<file path="src/sv/cbpc_pkg.sv">
// Package for the per-channel circuit breaker: types, codes and reset values.
`default_nettype none

package cbpc_pkg;

    // Defaults for the top-level parameters
    localparam int NUM_CHANNELS_DEF = 16;
    localparam int TIME_BITS_DEF    = 32;

    // Fixed field widths
    localparam int MODE_W     = 3;
    localparam int CHANNEL_W  = 4;
    localparam int STATE_W    = 2;
    localparam int FAIL_W     = 16;
    localparam int PROBE_W    = 8;
    localparam int COOLDOWN_W = 31;
    localparam int CFG_IDX_W  = 2;
    localparam int CFG_DATA_W = 31;

    // Configuration register indexes
    localparam logic [CFG_IDX_W-1:0] CFG_THRESHOLD = 2'd0;
    localparam logic [CFG_IDX_W-1:0] CFG_COOLDOWN  = 2'd1;
    localparam logic [CFG_IDX_W-1:0] CFG_PROBES    = 2'd2;

    // Configuration reset values
    localparam logic [FAIL_W-1:0]     THRESHOLD_RST = 16'd5;
    localparam logic [COOLDOWN_W-1:0] COOLDOWN_RST  = 31'd30;
    localparam logic [PROBE_W-1:0]    PROBES_RST    = 8'd1;

    localparam logic [FAIL_W-1:0] FAIL_MAX = '1;

    typedef enum logic [MODE_W-1:0] {
        MODE_REQUEST = 3'd0,
        MODE_SUCCESS = 3'd1,
        MODE_FAILURE = 3'd2,
        MODE_TICK    = 3'd3,
        MODE_STATUS  = 3'd4
    } mode_t;

    typedef enum logic [STATE_W-1:0] {
        BRK_CLOSED = 2'd0,
        BRK_OPEN   = 2'd1,
        BRK_HALF   = 2'd2
    } brk_state_t;

    typedef struct packed {
        brk_state_t        state;
        logic [FAIL_W-1:0] fails;
        logic [PROBE_W-1:0] probes;
    } entry_t;

    typedef struct packed {
        logic [FAIL_W-1:0]     threshold;
        logic [COOLDOWN_W-1:0] cooldown;
        logic [PROBE_W-1:0]    probe_limit;
    } cfg_t;

    typedef struct packed {
        logic allowed;
        logic stamp;    // load opened_at with the current time
    } upd_t;

endpackage

`default_nettype wire

</file>
<file path="src/sv/circuit_breaker_per_channel_core.sv">
// Top level of the per-channel circuit breaker (closed, open, half open).
// Throughput: one transaction per cycle; busy stays low, done strobes for one cycle.
// The receiver cannot stall; done flags each result for exactly one cycle.
// The input register feeds one pass of entry logic that writes the result register.
// Reset (rst_n low, async) closes every channel, zeroes counters and time, restores config.
`default_nettype none

module circuit_breaker_per_channel_core
    import cbpc_pkg::*;
#(
    parameter int NUM_CHANNELS = NUM_CHANNELS_DEF,
    parameter int TIME_BITS    = TIME_BITS_DEF
)
(
    input  wire logic                  clk,
    input  wire logic                  rst_n,

    // item channel
    input  wire logic                  start,
    output logic                       busy,
    input  wire logic [MODE_W-1:0]     mode,
    input  wire logic [CHANNEL_W-1:0]  channel,

    // result channel
    output logic                       done,
    output logic                       allowed,
    output logic [STATE_W-1:0]         breaker_state,
    output logic [FAIL_W-1:0]          failure_count,

    // configuration write channel
    input  wire logic                  cfg_valid,
    output logic                       cfg_ready,
    input  wire logic [CFG_IDX_W-1:0]  cfg_index,
    input  wire logic [CFG_DATA_W-1:0] cfg_data
);

    // Only channels that the 4-bit channel field can name get storage.
    localparam int REACH = 1 << CHANNEL_W;
    localparam int DEPTH = (NUM_CHANNELS < REACH) ? NUM_CHANNELS : REACH;
    localparam int IDX_W = (DEPTH > 1) ? $clog2(DEPTH) : 1;

    // Configuration registers; write them only while the block is idle (not enforced here).
    cfg_t cfg_reg;

    // Input register
    logic                 s1_valid_reg;
    logic [MODE_W-1:0]    s1_mode_reg;
    logic [CHANNEL_W-1:0] s1_channel_reg;

    // Channel table and time base
    entry_t               ent_reg [DEPTH];
    logic [TIME_BITS-1:0] opened_at_reg [DEPTH];
    logic [TIME_BITS-1:0] now_reg;

    // Result register
    logic               done_reg;
    logic               allowed_reg;
    logic [STATE_W-1:0] state_reg;
    logic [FAIL_W-1:0]  fails_reg;

    logic               done_next;
    logic               allowed_next;
    logic [STATE_W-1:0] state_next;
    logic [FAIL_W-1:0]  fails_next;

    mode_t            s1_mode;
    logic             in_range;
    logic             is_tick;
    logic             ent_we;
    logic [IDX_W-1:0] idx;
    entry_t           cur_ent;
    entry_t           nxt_ent;
    upd_t             upd;

    // The pipeline never backs up, so every cycle takes a transaction.
    assign busy      = 1'b0;
    assign cfg_ready = 1'b1;

    // Hold the config registers; ignore writes to indexes past the list.
    always_ff @(posedge clk or negedge rst_n)
    begin
        if (!rst_n)
        begin
            cfg_reg.threshold   <= THRESHOLD_RST;
            cfg_reg.cooldown    <= COOLDOWN_RST;
            cfg_reg.probe_limit <= PROBES_RST;
        end
        else if (cfg_valid && cfg_ready)
        begin
            unique case (cfg_index)
                CFG_THRESHOLD: cfg_reg.threshold   <= cfg_data[FAIL_W-1:0];
                CFG_COOLDOWN:  cfg_reg.cooldown    <= cfg_data[COOLDOWN_W-1:0];
                CFG_PROBES:    cfg_reg.probe_limit <= cfg_data[PROBE_W-1:0];
                default:
                begin
                end
            endcase
        end
    end

    // Capture the transaction into the input register.
    always_ff @(posedge clk or negedge rst_n)
    begin
        if (!rst_n)
        begin
            s1_valid_reg <= 1'b0;
        end
        else
        begin
            s1_valid_reg <= start && !busy;
        end
    end

    always_ff @(posedge clk)
    begin
        if (start && !busy)
        begin
            s1_mode_reg    <= mode;
            s1_channel_reg <= channel;
        end
    end

    // Decode the registered item. An out-of-range channel touches nothing.
    assign s1_mode  = mode_t'(s1_mode_reg);
    assign is_tick  = (s1_mode == MODE_TICK);
    assign in_range = 32'(s1_channel_reg) < 32'(NUM_CHANNELS);
    assign idx      = in_range ? s1_channel_reg[IDX_W-1:0] : '0;
    assign cur_ent  = ent_reg[idx];
    assign ent_we   = s1_valid_reg && in_range && !is_tick;

    cbpc_update #(
        .TIME_BITS (TIME_BITS)
    ) u_update (
        .mode      (s1_mode),
        .cur       (cur_ent),
        .opened_at (opened_at_reg[idx]),
        .now       (now_reg),
        .cfg       (cfg_reg),
        .nxt       (nxt_ent),
        .upd       (upd)
    );

    // Write back the channel entry; reset closes every channel at once.
    always_ff @(posedge clk or negedge rst_n)
    begin
        if (!rst_n)
        begin
            for (int i = 0; i < DEPTH; i++)
            begin
                ent_reg[i].state  <= BRK_CLOSED;
                ent_reg[i].fails  <= '0;
                ent_reg[i].probes <= '0;
            end
        end
        else if (ent_we)
        begin
            ent_reg[idx] <= nxt_ent;
        end
    end

    // Stamp the opening time; entries hold junk until first opened.
    always_ff @(posedge clk)
    begin
        if (ent_we && upd.stamp)
        begin
            opened_at_reg[idx] <= now_reg;
        end
    end

    // Advance time on every tick, wrapping at TIME_BITS.
    always_ff @(posedge clk or negedge rst_n)
    begin
        if (!rst_n)
        begin
            now_reg <= '0;
        end
        else if (s1_valid_reg && is_tick)
        begin
            now_reg <= now_reg + 1'b1;
        end
    end

    // Build the result: ticks and out-of-range channels report all zeros.
    always_comb
    begin
        done_next    = s1_valid_reg;
        allowed_next = 1'b0;
        state_next   = '0;
        fails_next   = '0;
        if (in_range && !is_tick)
        begin
            allowed_next = upd.allowed;
            state_next   = nxt_ent.state;
            fails_next   = nxt_ent.fails;
        end
    end

    always_ff @(posedge clk or negedge rst_n)
    begin
        if (!rst_n)
        begin
            done_reg <= 1'b0;
        end
        else
        begin
            done_reg <= done_next;
        end
    end

    always_ff @(posedge clk)
    begin
        if (s1_valid_reg)
        begin
            allowed_reg <= allowed_next;
            state_reg   <= state_next;
            fails_reg   <= fails_next;
        end
    end

    assign done          = done_reg;
    assign allowed       = allowed_reg;
    assign breaker_state = state_reg;
    assign failure_count = fails_reg;

    // Every registered item yields exactly one result in the next cycle.
    a_one_result: assert property (@(posedge clk) disable iff (!rst_n)
        s1_valid_reg |=> done_reg)
        else $error("registered item produced no result");

    a_no_phantom: assert property (@(posedge clk) disable iff (!rst_n)
        !s1_valid_reg |=> !done_reg)
        else $error("result strobe without a registered item");

    // Only a request may be let through.
    a_allow_req: assert property (@(posedge clk) disable iff (!rst_n)
        done_reg && allowed_reg |-> $past(s1_mode_reg) == MODE_REQUEST)
        else $error("allowed raised on a non-request");

    // The table never holds the unused state code.
    a_state_code: assert property (@(posedge clk) disable iff (!rst_n)
        s1_valid_reg && in_range |-> cur_ent.state != 2'd3)
        else $error("channel entry holds an illegal state");

    // A recorded failure always leaves a nonzero count.
    a_fail_count: assert property (@(posedge clk) disable iff (!rst_n)
        s1_valid_reg && in_range && s1_mode == MODE_FAILURE |=> failure_count != '0)
        else $error("failure left a zero count");

endmodule

`default_nettype wire

</file>
<file path="src/sv/cbpc_update.sv">
// Next-entry logic of one breaker channel for one transaction.
`default_nettype none

module cbpc_update
    import cbpc_pkg::*;
#(
    parameter int TIME_BITS = TIME_BITS_DEF
)
(
    input  wire mode_t                mode,
    input  wire entry_t               cur,
    input  wire logic [TIME_BITS-1:0] opened_at,
    input  wire logic [TIME_BITS-1:0] now,
    input  wire cfg_t                 cfg,
    output entry_t                    nxt,
    output upd_t                      upd
);

    localparam int CMP_W = (TIME_BITS > COOLDOWN_W) ? TIME_BITS : COOLDOWN_W;

    logic [TIME_BITS-1:0] elapsed;
    logic                 cooled;
    logic [FAIL_W-1:0]    fails_inc;

    assign elapsed   = now - opened_at;
    assign cooled    = CMP_W'(elapsed) >= CMP_W'(cfg.cooldown);
    assign fails_inc = (cur.fails == FAIL_MAX) ? cur.fails : cur.fails + 1'b1;

    always_comb
    begin
        nxt         = cur;
        upd.allowed = 1'b0;
        upd.stamp   = 1'b0;
        unique case (mode)
            MODE_REQUEST:
            begin
                unique case (cur.state)
                    BRK_CLOSED:
                    begin
                        upd.allowed = 1'b1;
                    end
                    BRK_OPEN:
                    begin
                        if (cooled)
                        begin
                            nxt.state   = BRK_HALF;
                            nxt.probes  = '0;
                            upd.allowed = 1'b1;
                        end
                    end
                    default:
                    begin
                        if (cur.probes < cfg.probe_limit)
                        begin
                            nxt.probes  = cur.probes + 1'b1;
                            upd.allowed = 1'b1;
                        end
                    end
                endcase
            end
            MODE_SUCCESS:
            begin
                nxt.state  = BRK_CLOSED;
                nxt.fails  = '0;
                nxt.probes = '0;
            end
            MODE_FAILURE:
            begin
                nxt.fails = fails_inc;
                if (cur.state == BRK_CLOSED)
                begin
                    if (fails_inc >= cfg.threshold)
                    begin
                        nxt.state = BRK_OPEN;
                        upd.stamp = 1'b1;
                    end
                end
                else if (cur.state == BRK_HALF)
                begin
                    nxt.state = BRK_OPEN;
                    upd.stamp = 1'b1;
                end
            end
            default:
            begin
                // tick, status read and unused codes leave the entry alone
            end
        endcase
    end

endmodule

`default_nettype wire
</file>
<file path="config.mk">
export PLATFORM = sky130hd
export DESIGN_NAME = circuit_breaker_per_channel_core
export DESIGN_NICKNAME = d
export VERILOG_FILES = /design/src/sv/cbpc_pkg.sv /design/src/sv/circuit_breaker_per_channel_core.sv /design/src/sv/cbpc_update.sv
export SDC_FILE = /design/constraint.sdc
export NUM_CORES = 1
export LEC_CHECK = 0
export ABC_AREA = 1
export BUFFER_PORTS_ARGS = -buffer_cell sky130_fd_sc_hd__buf_2
export CAP_MARGIN = 20
export CORE_ASPECT_RATIO = 0.8
export CORE_MARGIN = 2
export CORE_UTILIZATION = 55
export CTS_CLUSTER_SIZE = 40
export DETAILED_ROUTE_END_ITERATION = 8
export GPL_ROUTABILITY_DRIVEN = 1
export PLACE_DENSITY = 0.74
export SYNTH_ARGS = -nofsm -noshare
export SYNTH_HDL_FRONTEND = slang
export SYNTH_HIERARCHICAL = 1
export SYNTH_SLANG_ARGS = --single-unit
</file>
<file path="constraint.sdc">
create_clock -name clk -period 8.1 [get_ports clk]
set_clock_uncertainty 0.2 [all_clocks]
set_input_delay 0.405 -clock clk [delete_from_list [all_inputs] [get_ports clk]]
set_output_delay 0.405 -clock clk [all_outputs]
set_load 0.01 [all_outputs]
</file>
# Word-level counts from Yosys, hierarchy flattened
# Memories as Yosys holds them, arrays and structs flattened. A register that Yosys moved wholly into a read port is not among the register bits.
# Cells that the tools add are included.
# word_totals
register_bits	531
ram_bits	512
output_inout_bits	22
wordCells	119
memories	1
# memory_table
name	depth	width	rd	rd_ports_with_merged_regs	write_ports	line	rtl
opened_at_reg	16	32	1	1	1	circuit_breaker_per_channel_core.sv:52	logic [TIME_BITS-1:0] opened_at_reg [DEPTH];
# classes
n_addsub	4
magnitude_cmp	5
eq_ne	8
muxes	28
bitwise	2
reduce_logical	12
# op_table
cell	count
416-bit bitwise mux	1
26-bit binary-select mux with 4-bit select	1
26-bit demux with 4-bit select	1
26-bit 2-to-1 mux	3
32-bit by 1-bit adder with 32-bit output, second input constant	1
32-bit by 31-bit greater-or-equal comparator with 1-bit output	1
16-bit one-hot mux with 2 select lines	1
8-bit one-hot mux with 2 select lines	2
32-bit subtractor	1
16-bit by 1-bit adder with 16-bit output, second input constant	1
16-bit == test, second input constant	1
16-bit greater-or-equal comparator	1
16-bit 2-to-1 mux	1
8-bit 2-to-1 mux	2
2-bit 2-to-1 mux	5
8-bit by 1-bit adder with 8-bit output, second input constant	1
8-bit < comparator	1
1-bit 2-to-1 mux	8
3-bit by 2-bit == test with 1-bit output, second input constant	2
2-bit one-hot mux with 3 select lines	1
2-bit AND reduction	3
5-bit greater-or-equal comparator, second input constant	1
5-bit by 1-bit < comparator with 1-bit output, second input constant	1
4-bit NOT with 5-bit output	1
11 further kinds	17

# Depth between registers and ports, before layout
# logic_depth
ltp_word	13
depth_mapped	40
mapped_depth_nobuf	36

# Hierarchy
# Netlist, hierarchy kept.
# by_module_without_submodules
mod	instances	cells_each	area_per_inst_um2	seq_area_each_um2
circuit_breaker_per_channel_core	1	4252	43286.5	28881.4
cbpc_update	1	720	4156.5	0.0

# Least setup slack after synthesis
# No wires, ideal clock.
# synth_timing
path_kind	register -> register
start	register s1_channel_reg[1] (netlist: idx[1])
end	memory opened_at_reg[2][0] (netlist name), enable pin
setup_time_ns	0.502
t_arrival_ns	6.925
t_required_ns	7.398
path_slack_ns	0.473
path_stages_with_launch	27
n_path_buf	2
synth_period_minus_slack_ns	7.627
path_cell_list	edfxtp_1 nor2_2 clkbuf_1 clkbuf_1 nand2_1 nand4_1 nand2_1 nand4_1 inv_2 nor3_2 nand2_1 nor4_2 nand3_1 nor2_1 nand3_1 o21a_1 ha_1 nand2_1 inv_1 nand3_1 nor3_1 nand2_1 nand4_1 nand2_1 nor2_1 inv_1 nor4_1
# synth_rtl
item	line	rtl
start: declaration	circuit_breaker_per_channel_core.sv:48	logic [CHANNEL_W-1:0] s1_channel_reg;
start signal: assignment	circuit_breaker_per_channel_core.sv:119	s1_channel_reg <= channel;
end: declaration	circuit_breaker_per_channel_core.sv:52	

==> summary.txt <==
Synth
  • Synth area leader: edfxtp_1
  • Synth Area per Inst: 9.54 um2
  • Post-Syn Nets: 5105
  • Mapped cell area: 47400 um2
  • Top post-synthesis cells by area: edfxtp_1 (34%), dfrtp_1 (26%), nand2_1 (10%), o21ai_0 (5.8%), inv_1 (4.2%)
  • Seq/Total Area, Yosys: 60.9%
  • Seq cells post-synth: 1047
  • EDFF count, synth: 538
  • Most used flip-flop cell after synthesis: edfxtp_1
  • Yosys top cell area share: 34.1%
  • Cells after synthesis: 4972
  • Cell variety after synth: 55
  • Most common cell in the netlist: nand2_1
  • Synth warn: 6
  • Async SR Flop Fraction: 48.2%
  • Synth top cells by count: nand2_1 (1325), o21ai_0 (552), edfxtp_1 (538)

Power
  • VDD IR max: 0.192 mV
  • Logic pwr share: 14.2%
  • P per Cell Area: 247 nW/um2
  • Clock power frac: 37.8%
  • NetSw: 3610 uW
  • Static leakage: 0.0222 uW
  • Sw Share: 27.6%
  • Cell-internal power: 9490 uW
  • Seq pwr share: 48.0%

Placed design
  • GP Congestion: 0.913
  • Detailed Place HPWL: 75200 um
  • Setup WS pre-CTS: 1.66 ns
  • Buffers on Ports: 63

Worst setup path
  • Reg2Reg Depth: 28
  • Slowest cell on crit path: dfxtp_4
  • CP endpoint kind: register
  • Startpoint types: register
  • R2r endpoint: ent_reg[316]
  • Slowest Stage Delay on Critical Path: 0.94 ns
  • R2R Setup Slk: 1.58 ns
  • Most used cell, CP: nand2_1
  • Arrival @ worst endpoint: 6.89 ns
  • Setup CP Type: reg -> reg
  • Crit-path max FO: 131
  • Critical Path Sink: ent_reg[316]
  • Data required time at the worst endpoint: 8.47 ns

Timing
  • RSZ-0062 raised after global routing: false
  • Final setup vio count: 0
  • Final Cycle Share: 80.5%
  • Tightest Pin Transition: 0.940 ns
  • Worst slew margin: 37.3%
  • Final WS setup: 1.58 ns
  • Final number of max-transition violations: 0
  • Tmin final: 6.52 ns
  • TNS Setup: 0 ns
  • Max Clock Freq: 0.153 GHz
  • Hold Vio Cnt, Final: 0

Clock network
  • Clock Latency Late Sink: 0.70 ns
  • Post-CTS Resized: 0
  • Root buf cell: clkbuf_16
  • Total clock sinks: 1047
  • H-tree levels: 3
  • Hold-fix buffers, CTS: 42
  • Clk buf depth: 3
  • CTS tree: yes
  • Clock-pin slew of the registers on the worst-case setup and hold paths: 0.07 ns
  • Setup Buffers After CTS: 0
  • Number of CTS-inserted buffers: 101

Drt
  • Routed length per instance: 20.6 um
  • Drc violations: 0
  • TritonRoute pass-1 iters: 6
  • Final WL: 127000 um
  • Total number of vias: 35900
  • WL met3: 16000 um
  • Routed Antenna Nets: 0
  • Metal1 wirelength: 54800 um
  • Highest metal used: met5
  • Vias per std cell: 5.79
  • WL met2: 53500 um
  • Iter 0 DRT Violations: 5039

Floorplanning
  • DIE WIDTH: 332 um
  • Die Span Y: 267 um
  • Core Area: 85600 um2
  • Initial Util: 55.4%
  • Die ar.: 88600 um2
  • Io pins: 66
  • Num rows: 96

GRT
  • GR Util All Layers: 28.9%
  • GR Overflow Total: 0
  • Largest net degree at the start of global routing: 157
  • Vias in the first global route: 33700
  • Antenna violations before repair: 3
  • First-pass GRT wire length: 198000 um

Layout
  • Layout cells sized above 1: 8.25%
  • Post-layout nets: 5112
  • Max reg flops: 512
  • P&R area growth vs syn: 11.7%

Worst hold path
  • HP Class: in -> async

Status
  • Outcome: finished, final reports clean

Run
  • Max-cap viol count: 0
[critical path, delay by kind of cell, from the launching register on]
kind / cells / cell delay, ns
flip-flops: 1 / 0.94
AO/OA/AOI/OAI: 10 / 1.90
AND/OR/NAND/NOR: 11 / 1.49
buffers and inverters: 4 / 0.91
XOR/XNOR: 1 / 0.24
adder cells (fa/ha/maj): 2 / 0.67
[layout make-up]
cell class | count | area [um2]
clock buffers | 140 | 2870
inverters | 547 | 2060
flip-flops and latches | 1047 | 28900
repair buffers | 188 | 1530
multi-input cells | 3094 | 15600
well taps | 1127 | 1410
diodes | 1 | 2.50
clock inverters | 50 | 648
fillers | 6748 | 32600
[stage by stage]
step | total power (uW) | instance area (um2) | std cells | hold slack (ns) | util (%)
after global placement | 8110 | 49000 | 5959 | 0.250 | 57.2
after floorplan | 7530 | 47400 | 4972 | -0.0906 | -
after global routing | 13600 | 53000 | 6193 | 0.155 | 61.9
final | 13100 | 53000 | 6194 | 0.0915 | 61.9
after detailed placement | 8170 | 49000 | 5959 | 0.253 | 57.2
after CTS | 13100 | 53000 | 6191 | 0.113 | 61.8
[power groups by stage]
stage / sequential [uW] / clock (uW) / combinational, uW
4_1_cts: 6290 / 4990 / 1830
2_1_floorplan: 6300 / 0 / 1220
6_report: 6290 / 4950 / 1860
3_5_place_dp: 6380 / 0 / 1790
5_1_grt: 6340 / 5200 / 2080
3_3_place_gp: 6370 / 0 / 1740
[placed cells by master (no fill, tap or decap), types with 62 or more instances in the layout]
cell type and count:
o21ai_0 552, buf_4 71, dfrtp_1 498, edfxtp_1 538, nor2_1 152, nand3_1 234, ha_1 88, buf_2 62
inv_1 531, a21oi_1 234, o211ai_1 128, nand4_1 156, nand2_1 1325, clkbuf_16 103
[worst min-delay path by stage]
stage / endpoint / slack (ns) / start
2_1_floorplan: cfg_reg[13] / -0.09 / rst_n
5_1_grt: ent_reg[328] / 0.16 / rst_n
3_5_place_dp: ent_reg[354] / 0.25 / rst_n
6_report: ent_reg[328] / 0.09 / rst_n
3_3_place_gp: ent_reg[354] / 0.25 / rst_n
4_1_cts: ent_reg[198] / 0.11 / rst_n
[metal layers]
metal,up-vias,global-route usage (%)
met5,-,0
met4,4,8.06
met3,234,7.56
met2,1818,41.2
met1,17200,43.7
li1,16600,-
[logic make-up after synthesis]
| logic type | synth area share [%] |
|---|---|
| simple gates | 17.4 |
| buf+inv | 6.70 |
| other cells | 0.0158 |
| compound gates | 11.0 |
| flops | 60.9 |
| xor+xnor | 1.23 |
| mux | 0.377 |
| fa+ha+maj | 2.36 |
(Power assumes the default switching activity.)
